==> src/rtl/csvtok_pkg.sv <==
package csvtok_pkg;

	typedef logic [7:0] byte_t;
	typedef logic [7:0] cfg_index_t;

	localparam cfg_index_t CFG_DELIMITER = 8'd0;
	localparam cfg_index_t CFG_QUOTE     = 8'd1;

	localparam byte_t DELIMITER_RESET = 8'd44;
	localparam byte_t QUOTE_RESET     = 8'd34;
	localparam byte_t CHAR_LF         = 8'd10;
	localparam byte_t CHAR_CR         = 8'd13;

	localparam logic KIND_DATA = 1'b0;
	localparam logic KIND_EOI  = 1'b1;

	typedef enum logic [1:0] {
		WHAT_BYTE        = 2'd0,
		WHAT_FIELD_END   = 2'd1,
		WHAT_RECORD_END  = 2'd2,
		WHAT_QUOTE_ERROR = 2'd3
	} what_t;

	// classified input item, front to back
	typedef struct packed {
		logic  kind;
		byte_t data_byte;
		logic  is_quote;
		logic  is_delim;
		logic  is_lf;
		logic  is_cr;
	} item_t;

	typedef struct packed {
		logic in_quotes;
		logic quote_pending;
		logic cr_pending;
		logic field_has_bytes;
		logic record_has_fields;
	} parse_state_t;

endpackage

==> src/rtl/csvtok_front.sv <==
module csvtok_front (
	input  logic                   clk,
	input  logic                   arst_n,
	input  logic                   s_tvalid,
	output logic                   s_tready,
	input  logic [7:0]             s_tdata,   // [7:0] data_byte
	input  logic [0:0]             s_tuser,   // [0] kind
	input  logic                   cfg_valid,
	output logic                   cfg_ready,
	input  csvtok_pkg::cfg_index_t cfg_index,
	input  csvtok_pkg::byte_t      cfg_data,
	input  logic                   push_ready,
	output logic                   push_valid,
	output csvtok_pkg::item_t      push_item
);
	import csvtok_pkg::*;

	byte_t delimiter_q;
	byte_t quote_q;

	assign cfg_ready = 1'b1;

	always_ff @(posedge clk or negedge arst_n) begin
		if (!arst_n) begin
			delimiter_q <= DELIMITER_RESET;
			quote_q     <= QUOTE_RESET;
		end else if (cfg_valid && cfg_ready) begin
			case (cfg_index)
				CFG_DELIMITER: delimiter_q <= cfg_data;
				CFG_QUOTE:     quote_q     <= cfg_data;
				default:       ;
			endcase
		end
	end

	assign s_tready   = push_ready;
	assign push_valid = s_tvalid;

	always_comb begin
		push_item.kind      = s_tuser[0];
		push_item.data_byte = s_tdata;
		push_item.is_quote  = (s_tdata == quote_q);
		push_item.is_delim  = (s_tdata == delimiter_q);
		push_item.is_lf     = (s_tdata == CHAR_LF);
		push_item.is_cr     = (s_tdata == CHAR_CR);
	end

endmodule

==> src/rtl/csvtok_fifo.sv <==
module csvtok_fifo #(
	parameter int DEPTH = 4
) (
	input  logic              clk,
	input  logic              arst_n,
	input  logic              push_valid,
	output logic              push_ready,
	input  csvtok_pkg::item_t push_item,
	output logic              pop_valid,
	input  logic              pop_ready,
	output csvtok_pkg::item_t pop_item
);
	import csvtok_pkg::*;

	localparam int AW = (DEPTH > 1) ? $clog2(DEPTH) : 1;
	localparam int CW = $clog2(DEPTH + 1);

	item_t         mem_q [DEPTH];
	logic [AW-1:0] wr_ptr_q;
	logic [AW-1:0] rd_ptr_q;
	logic [CW-1:0] count_q;
	logic          do_push;
	logic          do_pop;

	assign push_ready = (count_q != CW'(DEPTH));
	assign pop_valid  = (count_q != '0);
	assign do_push    = push_valid && push_ready;
	assign do_pop     = pop_valid && pop_ready;
	assign pop_item   = mem_q[rd_ptr_q];

	always_ff @(posedge clk) begin
		if (do_push) begin
			mem_q[wr_ptr_q] <= push_item;
		end
	end

	always_ff @(posedge clk or negedge arst_n) begin
		if (!arst_n) begin
			wr_ptr_q <= '0;
			rd_ptr_q <= '0;
			count_q  <= '0;
		end else begin
			if (do_push) begin
				wr_ptr_q <= (wr_ptr_q == AW'(DEPTH - 1)) ? '0 : wr_ptr_q + 1'b1;
			end
			if (do_pop) begin
				rd_ptr_q <= (rd_ptr_q == AW'(DEPTH - 1)) ? '0 : rd_ptr_q + 1'b1;
			end
			if (do_push && !do_pop) begin
				count_q <= count_q + 1'b1;
			end else if (do_pop && !do_push) begin
				count_q <= count_q - 1'b1;
			end
		end
	end

	a_count_bound: assert property (@(posedge clk) disable iff (!arst_n)
		count_q <= CW'(DEPTH))
		else $error("fifo count above depth");

	a_count_step: assert property (@(posedge clk) disable iff (!arst_n)
		(do_push && !do_pop) |=> (count_q == $past(count_q) + 1'b1))
		else $error("fifo count missed a push");

	a_ptr_sync: assert property (@(posedge clk) disable iff (!arst_n)
		(count_q == '0) |-> (wr_ptr_q == rd_ptr_q))
		else $error("fifo empty with pointers apart");

endmodule

==> src/rtl/csvtok_back.sv <==
module csvtok_back (
	input  logic              clk,
	input  logic              arst_n,
	input  logic              pop_valid,
	output logic              pop_ready,
	input  csvtok_pkg::item_t pop_item,
	output logic              m_tvalid,
	input  logic              m_tready,
	output logic [7:0]        m_tdata,   // [7:0] out_byte
	output logic [1:0]        m_tuser    // [1:0] what
);
	import csvtok_pkg::*;

	parse_state_t st_q;
	parse_state_t st_d;
	logic         m_tvalid_q;
	what_t        what_q;
	byte_t        byte_q;
	logic         emit_d;
	what_t        what_d;
	byte_t        byte_d;
	logic         do_pop;

	assign pop_ready = !m_tvalid_q || m_tready;
	assign do_pop    = pop_valid && pop_ready;

	always_comb begin
		logic done;
		st_d   = st_q;
		emit_d = 1'b0;
		what_d = WHAT_BYTE;
		byte_d = '0;
		done   = 1'b0;
		if (pop_item.kind == KIND_EOI) begin
			if (st_d.quote_pending) begin
				st_d.quote_pending = 1'b0;
				st_d.in_quotes     = 1'b0;
			end
			st_d.cr_pending = 1'b0;
			if (st_d.in_quotes) begin
				st_d   = '0;
				emit_d = 1'b1;
				what_d = WHAT_QUOTE_ERROR;
			end else if (st_d.field_has_bytes || st_d.record_has_fields) begin
				st_d   = '0;
				emit_d = 1'b1;
				what_d = WHAT_RECORD_END;
			end
		end else begin
			if (st_d.cr_pending) begin
				st_d.cr_pending = 1'b0;
				if (pop_item.is_lf) begin
					done = 1'b1;
				end
			end
			if (!done && st_d.quote_pending) begin
				st_d.quote_pending = 1'b0;
				if (pop_item.is_quote) begin
					// doubled quote: literal quote byte
					st_d.field_has_bytes = 1'b1;
					emit_d = 1'b1;
					byte_d = pop_item.data_byte;
					done   = 1'b1;
				end else begin
					st_d.in_quotes = 1'b0;
				end
			end
			if (!done) begin
				if (pop_item.is_quote) begin
					if (st_d.in_quotes) begin
						st_d.quote_pending = 1'b1;
					end else begin
						st_d.in_quotes = 1'b1;
					end
				end else if (!st_d.in_quotes && pop_item.is_delim) begin
					st_d.field_has_bytes   = 1'b0;
					st_d.record_has_fields = 1'b1;
					emit_d = 1'b1;
					what_d = WHAT_FIELD_END;
				end else if (!st_d.in_quotes && (pop_item.is_lf || pop_item.is_cr)) begin
					st_d.cr_pending        = pop_item.is_cr;
					st_d.field_has_bytes   = 1'b0;
					st_d.record_has_fields = 1'b0;
					emit_d = 1'b1;
					what_d = WHAT_RECORD_END;
				end else begin
					st_d.field_has_bytes = 1'b1;
					emit_d = 1'b1;
					byte_d = pop_item.data_byte;
				end
			end
		end
	end

	always_ff @(posedge clk or negedge arst_n) begin
		if (!arst_n) begin
			st_q       <= '0;
			m_tvalid_q <= 1'b0;
		end else begin
			if (do_pop) begin
				st_q <= st_d;
			end
			if (pop_ready) begin
				m_tvalid_q <= do_pop && emit_d;
			end
		end
	end

	always_ff @(posedge clk) begin
		if (do_pop && emit_d) begin
			what_q <= what_d;
			byte_q <= byte_d;
		end
	end

	assign m_tvalid = m_tvalid_q;
	assign m_tdata  = byte_q;
	assign m_tuser  = what_q;

	a_byte_zero: assert property (@(posedge clk) disable iff (!arst_n)
		(m_tvalid_q && (what_q != WHAT_BYTE)) |-> (byte_q == '0))
		else $error("nonzero byte on a marker result");

	a_pending_in_quotes: assert property (@(posedge clk) disable iff (!arst_n)
		st_q.quote_pending |-> st_q.in_quotes)
		else $error("quote pending outside quotes");

	a_eoi_clears: assert property (@(posedge clk) disable iff (!arst_n)
		(do_pop && (pop_item.kind == KIND_EOI)) |=> (st_q == '0))
		else $error("state not clear after end of input");

	a_no_pop_stalled: assert property (@(posedge clk) disable iff (!arst_n)
		(m_tvalid_q && !m_tready) |-> !do_pop)
		else $error("item taken while result stalled");

endmodule

==> src/rtl/csv_record_tokenizer.sv <==
// channel  | direction | handshake            | payload
// s_*      | in        | s_tvalid / s_tready  | tdata[7:0] data_byte, tuser[0] kind
// m_*      | out       | m_tvalid / m_tready  | tdata[7:0] out_byte, tuser[1:0] what
// cfg_*    | in        | cfg_valid/cfg_ready  | cfg_index (0 delimiter, 1 quote), cfg_data
//
// One byte per cycle if the output is not stalled; bytes are queued, results registered.
// Front compares each byte against the configured characters and queues it (FIFO_DEPTH);
// back updates parse flags and loads the output register, one queued item per cycle.
// Reset clears parse flags and queue; delimiter and quote return to comma and double quote.
// An output stall holds the back; the front keeps taking bytes until the queue is full.
module csv_record_tokenizer #(
	parameter int FIFO_DEPTH = 4
) (
	input  logic                   clk,
	input  logic                   arst_n,
	input  logic                   s_tvalid,
	output logic                   s_tready,
	input  logic [7:0]             s_tdata,   // [7:0] data_byte
	input  logic [0:0]             s_tuser,   // [0] kind
	output logic                   m_tvalid,
	input  logic                   m_tready,
	output logic [7:0]             m_tdata,   // [7:0] out_byte
	output logic [1:0]             m_tuser,   // [1:0] what
	input  logic                   cfg_valid,
	output logic                   cfg_ready,
	input  csvtok_pkg::cfg_index_t cfg_index,
	input  csvtok_pkg::byte_t      cfg_data
);
	import csvtok_pkg::*;

	logic  push_valid;
	logic  push_ready;
	item_t push_item;
	logic  pop_valid;
	logic  pop_ready;
	item_t pop_item;

	csvtok_front u_front (
		.clk        (clk),
		.arst_n     (arst_n),
		.s_tvalid   (s_tvalid),
		.s_tready   (s_tready),
		.s_tdata    (s_tdata),
		.s_tuser    (s_tuser),
		.cfg_valid  (cfg_valid),
		.cfg_ready  (cfg_ready),
		.cfg_index  (cfg_index),
		.cfg_data   (cfg_data),
		.push_ready (push_ready),
		.push_valid (push_valid),
		.push_item  (push_item)
	);

	csvtok_fifo #(
		.DEPTH (FIFO_DEPTH)
	) u_fifo (
		.clk        (clk),
		.arst_n     (arst_n),
		.push_valid (push_valid),
		.push_ready (push_ready),
		.push_item  (push_item),
		.pop_valid  (pop_valid),
		.pop_ready  (pop_ready),
		.pop_item   (pop_item)
	);

	csvtok_back u_back (
		.clk       (clk),
		.arst_n    (arst_n),
		.pop_valid (pop_valid),
		.pop_ready (pop_ready),
		.pop_item  (pop_item),
		.m_tvalid  (m_tvalid),
		.m_tready  (m_tready),
		.m_tdata   (m_tdata),
		.m_tuser   (m_tuser)
	);

endmodule

==> config.mk <==
export PLATFORM = sky130hd
export DESIGN_NAME = csv_record_tokenizer
export DESIGN_NICKNAME = d
export VERILOG_FILES = /design/src/rtl/csvtok_pkg.sv /design/src/rtl/csvtok_front.sv /design/src/rtl/csvtok_fifo.sv /design/src/rtl/csvtok_back.sv /design/src/rtl/csv_record_tokenizer.sv
export SDC_FILE = /design/constraint.sdc
export NUM_CORES = 1
export LEC_CHECK = 0
export ABC_AREA = 1
export BUFFER_PORTS_ARGS = -buffer_cell sky130_fd_sc_hd__buf_4
export CAP_MARGIN = 20
export CORE_MARGIN = 3
export CORE_UTILIZATION = 30
export CTS_BUF_LIST = sky130_fd_sc_hd__clkbuf_4 sky130_fd_sc_hd__clkbuf_8
export CTS_CLUSTER_DIAMETER = 30
export CTS_CLUSTER_SIZE = 30
export DETAILED_ROUTE_END_ITERATION = 7
export SLEW_MARGIN = 25
export SYNTH_ARGS = -nofsm -noshare
export SYNTH_HDL_FRONTEND = slang
export SYNTH_SLANG_ARGS = --single-unit
==> constraint.sdc <==
create_clock -name clk -period 2.49 [get_ports clk]
set_input_delay 0.1245 -clock clk [delete_from_list [all_inputs] [get_ports clk]]
set_output_delay 0.1245 -clock clk [all_outputs]
set_load 0.1 [all_outputs]
==> results of run 1 <==
cell type report:
type	instances	share of cell area, %
tap	176	4.46
sequential	91	52.5
clock inverter	5	0.886
multi-input combinational	234	26.6
clock buffer	11	2.94
timing repair buffer	58	9.17
inverter	46	3.49
sequential cells by signal, summed over array words and instances (netlist names):
| signal | flops |
|---|---|
| u_back.m_tdata | 8 |
| u_back.m_tuser | 2 |
| u_back.m_tvalid | 1 |
| u_back.st_q | 5 |
| u_fifo.count_q | 3 |
| u_fifo.mem_q | 52 |
| u_fifo.rd_ptr_q | 2 |
| u_fifo.wr_ptr_q | 2 |
| u_front.delimiter_q | 8 |
| u_front.quote_q | 8 |
tightest hold or removal path: stages:
cell and delay (ns):
buf_4 0.11, inv_1 0.05, o21ai_0 0.09
power by group through the flow:
| stage | clock network (mW) | registers [mW] | logic (mW) |
|---|---|---|---|
| 6_report | 0.955 | 2.24 | 2.81 |
| 2_1_floorplan | 0 | 2.90 | 1.56 |
| 3_3_place_gp | 0 | 2.27 | 2.77 |
| 3_5_place_dp | 0 | 2.28 | 2.82 |
| 5_1_grt | 1.06 | 2.28 | 3.09 |
| 4_1_cts | 0.988 | 2.24 | 2.83 |
cell families (layout without fill, tap and decap cells):
| logic type | count (synthesis) | in the layout |
|---|---|---|
| AO/OA/AOI/OAI | 54 | 54 |
| AND/OR/NAND/NOR | 156 | 156 |
| other | 1 | 1 |
| flip-flops | 91 | 91 |
| buffers and inverters | 56 | 120 |
| adder cells (fa/ha/maj) | 7 | 7 |
| XOR/XNOR | 16 | 16 |
cells in the final DEF (no fill, tap or decap), drive strengths merged:
cell type / synthesis / routed
buf: 10 / 51
conb: 1 / 1
dlygate4sd3: 0 / 7
nor2: 56 / 56
xnor2: 13 / 13
nor4: 2 / 2
a31oi: 1 / 1
clkinv: 0 / 1
or4: 1 / 1
a21oi: 4 / 4
nand3b: 1 / 1
clkbuf: 0 / 11
dfstp: 5 / 5
nand3: 20 / 20
ha: 6 / 6
xor2: 3 / 3
o21ai: 39 / 39
nor3: 2 / 2
o22ai: 10 / 10
nand4: 7 / 7
edfxtp: 62 / 62
dfrtp: 24 / 24
fa: 1 / 1
inv: 46 / 50
nand2: 65 / 65
or2: 2 / 2
worst max path at each step:
stage,end,slack [ns],depth (start not counted)
after global placement,u_back.m_tdata[2],0.31,8
after CTS,u_back.m_tdata[0],0.21,8
after detailed placement,u_back.m_tdata[7],0.23,8
after global routing,u_back.m_tdata[0],0.02,8
after floorplan,u_fifo.count_q[2],0.02,11
final,u_back.m_tdata[0],0.23,8
layer usage:
metal / global-route usage, % / vias up / wire (um)
li1: - / 1391 / -
met1: 14.0 / 1318 / 3720
met2: 20.0 / 68 / 4030
met3: 2.45 / 11 / 320
met4: 4.01 / 0 / 131
met5: 0 / - / 0
per-stage QoR:
stage / util [%] / power, mW / cell area [sq um] / setup WS [ns]
2_1_floorplan: - / 4.46 / 4160 / 0.0232
3_3_place_gp: 34.9 / 5.04 / 4680 / 0.306
3_5_place_dp: 34.9 / 5.10 / 4680 / 0.228
4_1_cts: 36.9 / 6.06 / 4940 / 0.215
5_1_grt: 36.9 / 6.43 / 4940 / 0.0155
6_report: 36.9 / 6.01 / 4940 / 0.230
==> metrics.yaml, run 1 <==
status:
  status: "finished clean"
timing:
  skew_ns: 0.0139
  fmax_mhz: 442
  finalMaxSlewViolations: 0
  maxSlewHeadroom_pct: 48.4
  setup_tns_ns: 0
  setup_viol: 0
  finalHoldViolCount: 0
  worstMarginPinSlew_ns: 0.771
  rsz0062_at_grt: "no"
  min_period_over_period_pct: 90.8
  period_needed_ns: 2.26
  holdWs_ns: 0.0104
worst_setup_path:
  r2r_cells: 8
  path_cells: "inv_2 -> nand2_1 -> nand3_1 -> nand2_2 -> o21ai_2 -> inv_2 -> nor2_2 -> nor2_1"
  r2r_slack_ns: 0.23
  path_buf_inv: 2
  max_stage_delay_ns: 0.59
  cp-end-kind: "flip-flop"
  worstPathArrival_ns: 2.25
  path_class: "reg2reg"
  cpMostUsedCell: "inv_2"
  cp_max_fo: 16
  crit-reg2reg-capture: "u_back.m_tdata[0]"
  path_delay_family: "simple AND/OR/NAND/NOR gates"
  r2r-start: "u_fifo.rd_ptr_q[0]"
  worstPathRequired_ns: 2.48
  slowest_stage: "nor2_1"
  crit_start: "u_fifo.rd_ptr_q[0]"
  crit_path_start_kind: "flip-flop"
logic_synthesis:
  yosys-mux-area-fraction_pct: 0
  synth-main-ff-cell: "edfxtp_1"
  synth.avg_cell_area_sq_um: 10.9
  synth_cell_types: 36
  synth-simple-area-share_pct: 18.7
  seq_area_frac_synth_pct: 62.5
  synth_area_leaders: "edfxtp_1, dfrtp_1, nand2_1"
  synth_compound_area_share_pct: 7.08
  synth_commonest_cells: "edfxtp_1, nand2_1, nor2_1"
  netlist_area_sq_um: 4150
  synth_top_family_by_area: "simple AND/OR/NAND/NOR gates"
  yosysTopAreaCell: "edfxtp_1"
  post-synth-top-count-cell: "edfxtp_1"
  yosys.area_share.xor_xnor_pct: 3.38
  synth_top_cell_area_share_pct: 44.8
  yosysWarnings: 0
  synthAdderAreaFrac_pct: 2.29
  synthesis.nets: 418
  synthArstFlopShare_pct: 31.9
  ys_ff_latch: 91
  synth-edff-count: 62
  synthCells: 381
power:
  power_leakage_nw: 2.04
  switchingPower_mw: 2.74
  seqPwrFrac_pct: 37.3
  peakVddDrop_mv: 0.402
  intPower_mw: 3.27
  power_frac_comb_pct: 46.8
  switching_share_pct: 45.6
  p_per_area_nw_per_um2: 1220
  clkPwrFrac_pct: 15.9
min_path:
  hold_end: "u_front.quote_q[1]"
  hold_class: "in2reg"
  holdPathStages: 3
  hold_start: "cfg_data[1]"
die:
  start_util_pct: 31.0
  die_h_um: 124
  std_cell_rows: 42
  die_w_um: 124
  io_pins: 43
  die_area_sq_um: 15300
  core_sq_um: 13400
run:
  cap_violations: 0
clocking:
  cts_made_buffers: 9
  clock_sinks: 91
  cts_tree: "yes"
  cts_hold_buf: 7
  post_cts_resized: 0
  clk_pin_slew_ns: 0.09
  clockRootBuffer: "clkbuf_8"
  htree_levels: 3
  max-clock-path-buffers: 2
  post_cts_buffers: 0
  insertion_delay_ns: 0.37
global_route:
  grt_usage_pct: 11.5
  grt_pass1_wl_um: 13500
  grt_max_degree: 30
  gr-total-overflow: 0
  grt_pass1_vias: 2804
  antenna_found_initial: 0
route:
  vias: 2788
  firstDrtPassIters: 4
  drt-initial-drc-count: 127
  vias_per_cell: 4.49
  drc: 0
  routed_wl_um: 8200
  drt-wirelength-per-cell_um: 13.2
  ant_nets: 0
place:
  gp_congestion: 0.808
  dp.cells: 598
  io_buffers: 41
  dp.final_hpwl_um: 5970
final_layout:
  final_cells: 621
  multiInputGateArea_sq_um: 1310
  seq_area_sq_um: 2590
  n_fill_cell: 1329
  antenna-diode-count: 0
  syn2layout_area_growth_pct: 19.0
  nets: 477
  layout-drive-gt1-share_pct: 24.9
No activity file was read; power rests on OpenSTA's default activity.
==> run 2: changes to the inputs <==
--- a/config.mk
+++ b/config.mk
@@ -5,10 +5,9 @@
 export SDC_FILE = /design/constraint.sdc
 export NUM_CORES = 1
 export LEC_CHECK = 0
-export ABC_AREA = 1
+export ABC_AREA = 0
 export BUFFER_PORTS_ARGS = -buffer_cell sky130_fd_sc_hd__buf_4
 export CAP_MARGIN = 20
-export CORE_MARGIN = 3
 export CORE_UTILIZATION = 30
 export CTS_BUF_LIST = sky130_fd_sc_hd__clkbuf_4 sky130_fd_sc_hd__clkbuf_8
 export CTS_CLUSTER_DIAMETER = 30
==> constraint.sdc (replaced) <==
create_clock -name clk -period 2.5 [get_ports clk]
set_input_delay 0.125 -clock clk [delete_from_list [all_inputs] [get_ports clk]]
set_output_delay 0.125 -clock clk [all_outputs]
set_load 0.1 [all_outputs]
==> metrics.yaml, run 2 <==
power:
  switching_share_pct: 39.5  # -6.1 points
  p_per_area_nw_per_um2: 1190  # -1.8%
  power_leakage_nw: 1.87  # -8.0%
  seqPwrFrac_pct: 38.2  # +0.9 points
  clkPwrFrac_pct: 18.3  # +2.4 points
  intPower_mw: 3.57  # +9.2%
  peakVddDrop_mv: 0.353  # -12%
  power_frac_comb_pct: 43.5  # -3.3 points
  switchingPower_mw: 2.33  # -15%
final_layout:
  layout_commonest_cell: "edfxtp_1"
  n_fill_cell: 1279  # -3.8%
  syn2layout_area_growth_pct: 20.9
  layout_common_cells: "edfxtp_1, buf_4, dfrtp_1"
  largest_register_ffs: 52  # unchanged
  layout-drive-gt1-share_pct: 35.7  # +11 points
  antenna-diode-count: 0  # unchanged
  nets: 351  # -26%
  final_cells: 495  # -20%
  largest_register: "u_fifo.mem_q"
  utilization_pct: 37.3  # +0.40 points
worst_setup_path:
  cp_max_fo: 4  # -12
  slowest_stage: "fa_1"
  max_stage_delay_ns: 0.44  # -0.15 ns
  r2r-start: "u_fifo.count_q[0]"
  worstPathArrival_ns: 2.58  # +0.33 ns
  path_class: "reg2reg"
  r2r_slack_ns: 0.20  # -0.03 ns
  worstPathRequired_ns: 2.78  # +0.30 ns
  cpMostUsedCell: "xor2_1"
  path_buf_inv: 2  # unchanged
  cp-end-kind: "flip-flop"
  crit_path_start_kind: "flip-flop"
  path_delay_family: "simple AND/OR/NAND/NOR gates"
  r2r_cells: 9  # +1
  crit-reg2reg-capture: "u_fifo.count_q[2]"
  path_cells: "or3_1 -> and2_0 -> clkinv_1 -> ha_1 -> inv_1 -> fa_1 -> xor2_1 -> nor2_1 -> xor2_1"
die:
  core_sq_um: 13200  # -1.2%
  die_area_sq_um: 14100  # -7.9%
  io_pins: 43  # unchanged
  die_w_um: 119  # -4.0%
  std_cell_rows: 42  # unchanged
  start_util_pct: 30.8  # -0.14 points
  die_h_um: 119  # -4.0%
logic_synthesis:
  synth_top_cell_area_share_pct: 45.6  # +0.74 points
  synth.avg_cell_area_sq_um: 16.1  # +48%
  yosysWarnings: 0  # unchanged
  synthCells: 254  # -33%
  synth-edff-count: 62  # unchanged
  synth_commonest_cells: "edfxtp_1, dfrtp_1, mux2_2"
  yosysTopAreaCell: "edfxtp_1"
  synthArstFlopShare_pct: 31.9  # unchanged
  synthesis.nets: 291  # -30%
  synth_area_leaders: "edfxtp_1, dfrtp_1, mux2_2"
  post-synth-top-count-cell: "edfxtp_1"
  synth-main-ff-cell: "edfxtp_1"
  synth_cell_types: 48  # +33%
  seq_area_frac_synth_pct: 63.5  # +1.0 points
  netlist_area_sq_um: 4080  # -1.6%
  ys_ff_latch: 91  # unchanged
status:
  status: "finished clean"
clocking:
  htree_levels: 3  # unchanged
  cts_made_buffers: 9  # unchanged
  clockRootBuffer: "clkbuf_8"
  clk_pin_slew_ns: 0.09  # about the same
  clock_sinks: 91  # unchanged
  insertion_delay_ns: 0.35  # -0.02 ns
  cts_tree: "yes"
  max-clock-path-buffers: 2  # unchanged
timing:
  finalMaxSlewViolations: 0  # unchanged
  skew_ns: 0.00944  # -0.00441 ns
  rsz0062_at_grt: "no"
  finalHoldViolCount: 0  # unchanged
  setup_tns_ns: 0  # unchanged
  fmax_mhz: 435  # -1.7%
  maxSlewHeadroom_pct: 52.1  # +3.7 points
  min_period_over_period_pct: 92.0  # +1.2 points
  setup_viol: 0  # unchanged
  period_needed_ns: 2.30  # +0.0391 ns
  worstMarginPinSlew_ns: 0.709  # -0.0624 ns
place:
  dp.cells: 470  # -21%
  gp_congestion: 0.749  # -7.3%
  io_buffers: 41  # unchanged
  dp.final_hpwl_um: 5190  # -13%
route:
  firstDrtPassIters: 4  # unchanged
  ant_nets: 0  # unchanged
  vias_per_cell: 4.67  # +3.9%
  drc: 0  # unchanged
  drt-initial-drc-count: 129  # +1.6%
  vias: 2310  # -17%
  drt-wirelength-per-cell_um: 14.5  # +10%
  routed_wl_um: 7200  # -12%
global_route:
  grt_usage_pct: 11.1  # -0.40 points
  grt_pass1_wl_um: 12000  # -11%
  grt_pass1_vias: 2429  # -13%
  gr-total-overflow: 0  # unchanged
  grt_max_degree: 30  # unchanged
  antenna_found_initial: 0  # unchanged
min_path:
  hold_start: "cfg_data[0]"
  hold_end: "u_front.quote_q[0]"
  hold_class: "in2reg"
  holdPathStages: 2  # -1
run:
  cap_violations: 0  # unchanged
==> run 2: worst max path at each step <==
stage | startpoint | endpoint | slack (ns) | depth (start not counted)
after global routing | u_fifo.count_q[0] | u_fifo.count_q[2] | 0.06 | 9
after floorplan | u_back.m_tvalid | u_fifo.count_q[2] | 0.07 | 10
final | u_fifo.count_q[0] | u_fifo.count_q[2] | 0.20 | 9
after CTS | u_fifo.rd_ptr_q[0] | u_back.m_tdata[4] | 0.007 | 4
after global placement | u_fifo.rd_ptr_q[0] | u_back.m_tdata[4] | 0.19 | 4
after detailed placement | u_fifo.rd_ptr_q[0] | u_back.m_tdata[4] | 0.07 | 4
==> run 2: layout make-up <==
class                      instances  area [sq um]  area share (%)
sequential                        91          2590            52.6
multi-input combinational        147          1420            28.7
timing repair buffer              58           455            9.23
tap                              176           220            4.46
clock buffer                      10           131            2.66
clock inverter                     6          88.8            1.80
inverter                           7          26.3           0.532
==> run 2: what timing repair did <==
| action | 4_1_cts | 5_1_grt |
|---|---|---|
| hold buffers | 5 | 3 |
| gates resized for setup | 0 | 1 |
| endpoints found under the hold margin | 34 | 6 |
| endpoints found under the setup margin | 0 | 18 |
| setup buffers | 0 | 1 |
==> run 2: cells by family after synthesis <==
logic type / Yosys count / share of synthesized area, %
DFF: 91 / 63.5
and+or+nand+nor: 61 / 9.44
muxes: 36 / 13.8
AOI/OAI and AO/OA: 23 / 4.72
xor gates and xnor gates: 19 / 4.07
buffers and inverters: 16 / 1.99
adders and majority gates: 7 / 2.33
other: 1 / 0.0918
==> run 2: power groups by stage <==
stage          combinational [mW]  clock, mW  sequential (mW)
6_report                     2.56       1.08             2.25
5_1_grt                      2.76       1.17             2.30
4_1_cts                      2.57       1.11             2.26
3_5_place_dp                 2.55          0             2.29
3_3_place_gp                 2.53          0             2.28
2_1_floorplan                1.40          0             2.88
==> run 2: worst register-to-register path: cells and delay by family (launching register included) <==
| family | cells | cell delay, ns |
|---|---|---|
| XOR/XNOR | 2 | 0.32 |
| flip-flops | 1 | 0.43 |
| adder cells (fa/ha/maj) | 2 | 0.61 |
| buffers and inverters | 2 | 0.13 |
| AND/OR/NAND/NOR | 3 | 0.74 |
==> run 2: metal layers <==
metal / GRT usage [%] / up-vias / routed length, um
li1: - / 1093 / -
met1: 13.8 / 1157 / 3380
met2: 18.5 / 54 / 3460
met3: 3.19 / 6 / 268
met4: 3.56 / 0 / 97
met5: 0 / - / 0
==> run 2: stage by stage <==
step                power [mW]  area [sq um]  setup slack, ns  hold WS (ns)
global placement          4.81          4630            0.186        0.0781
finish                    5.90          4940            0.201        0.0176
detailed placement        4.84          4630           0.0699        0.0832
CTS                       5.94          4900          0.00730       0.00180
floorplan                 4.28          4090           0.0661        -0.171
global route              6.23          4940           0.0601      0.000553
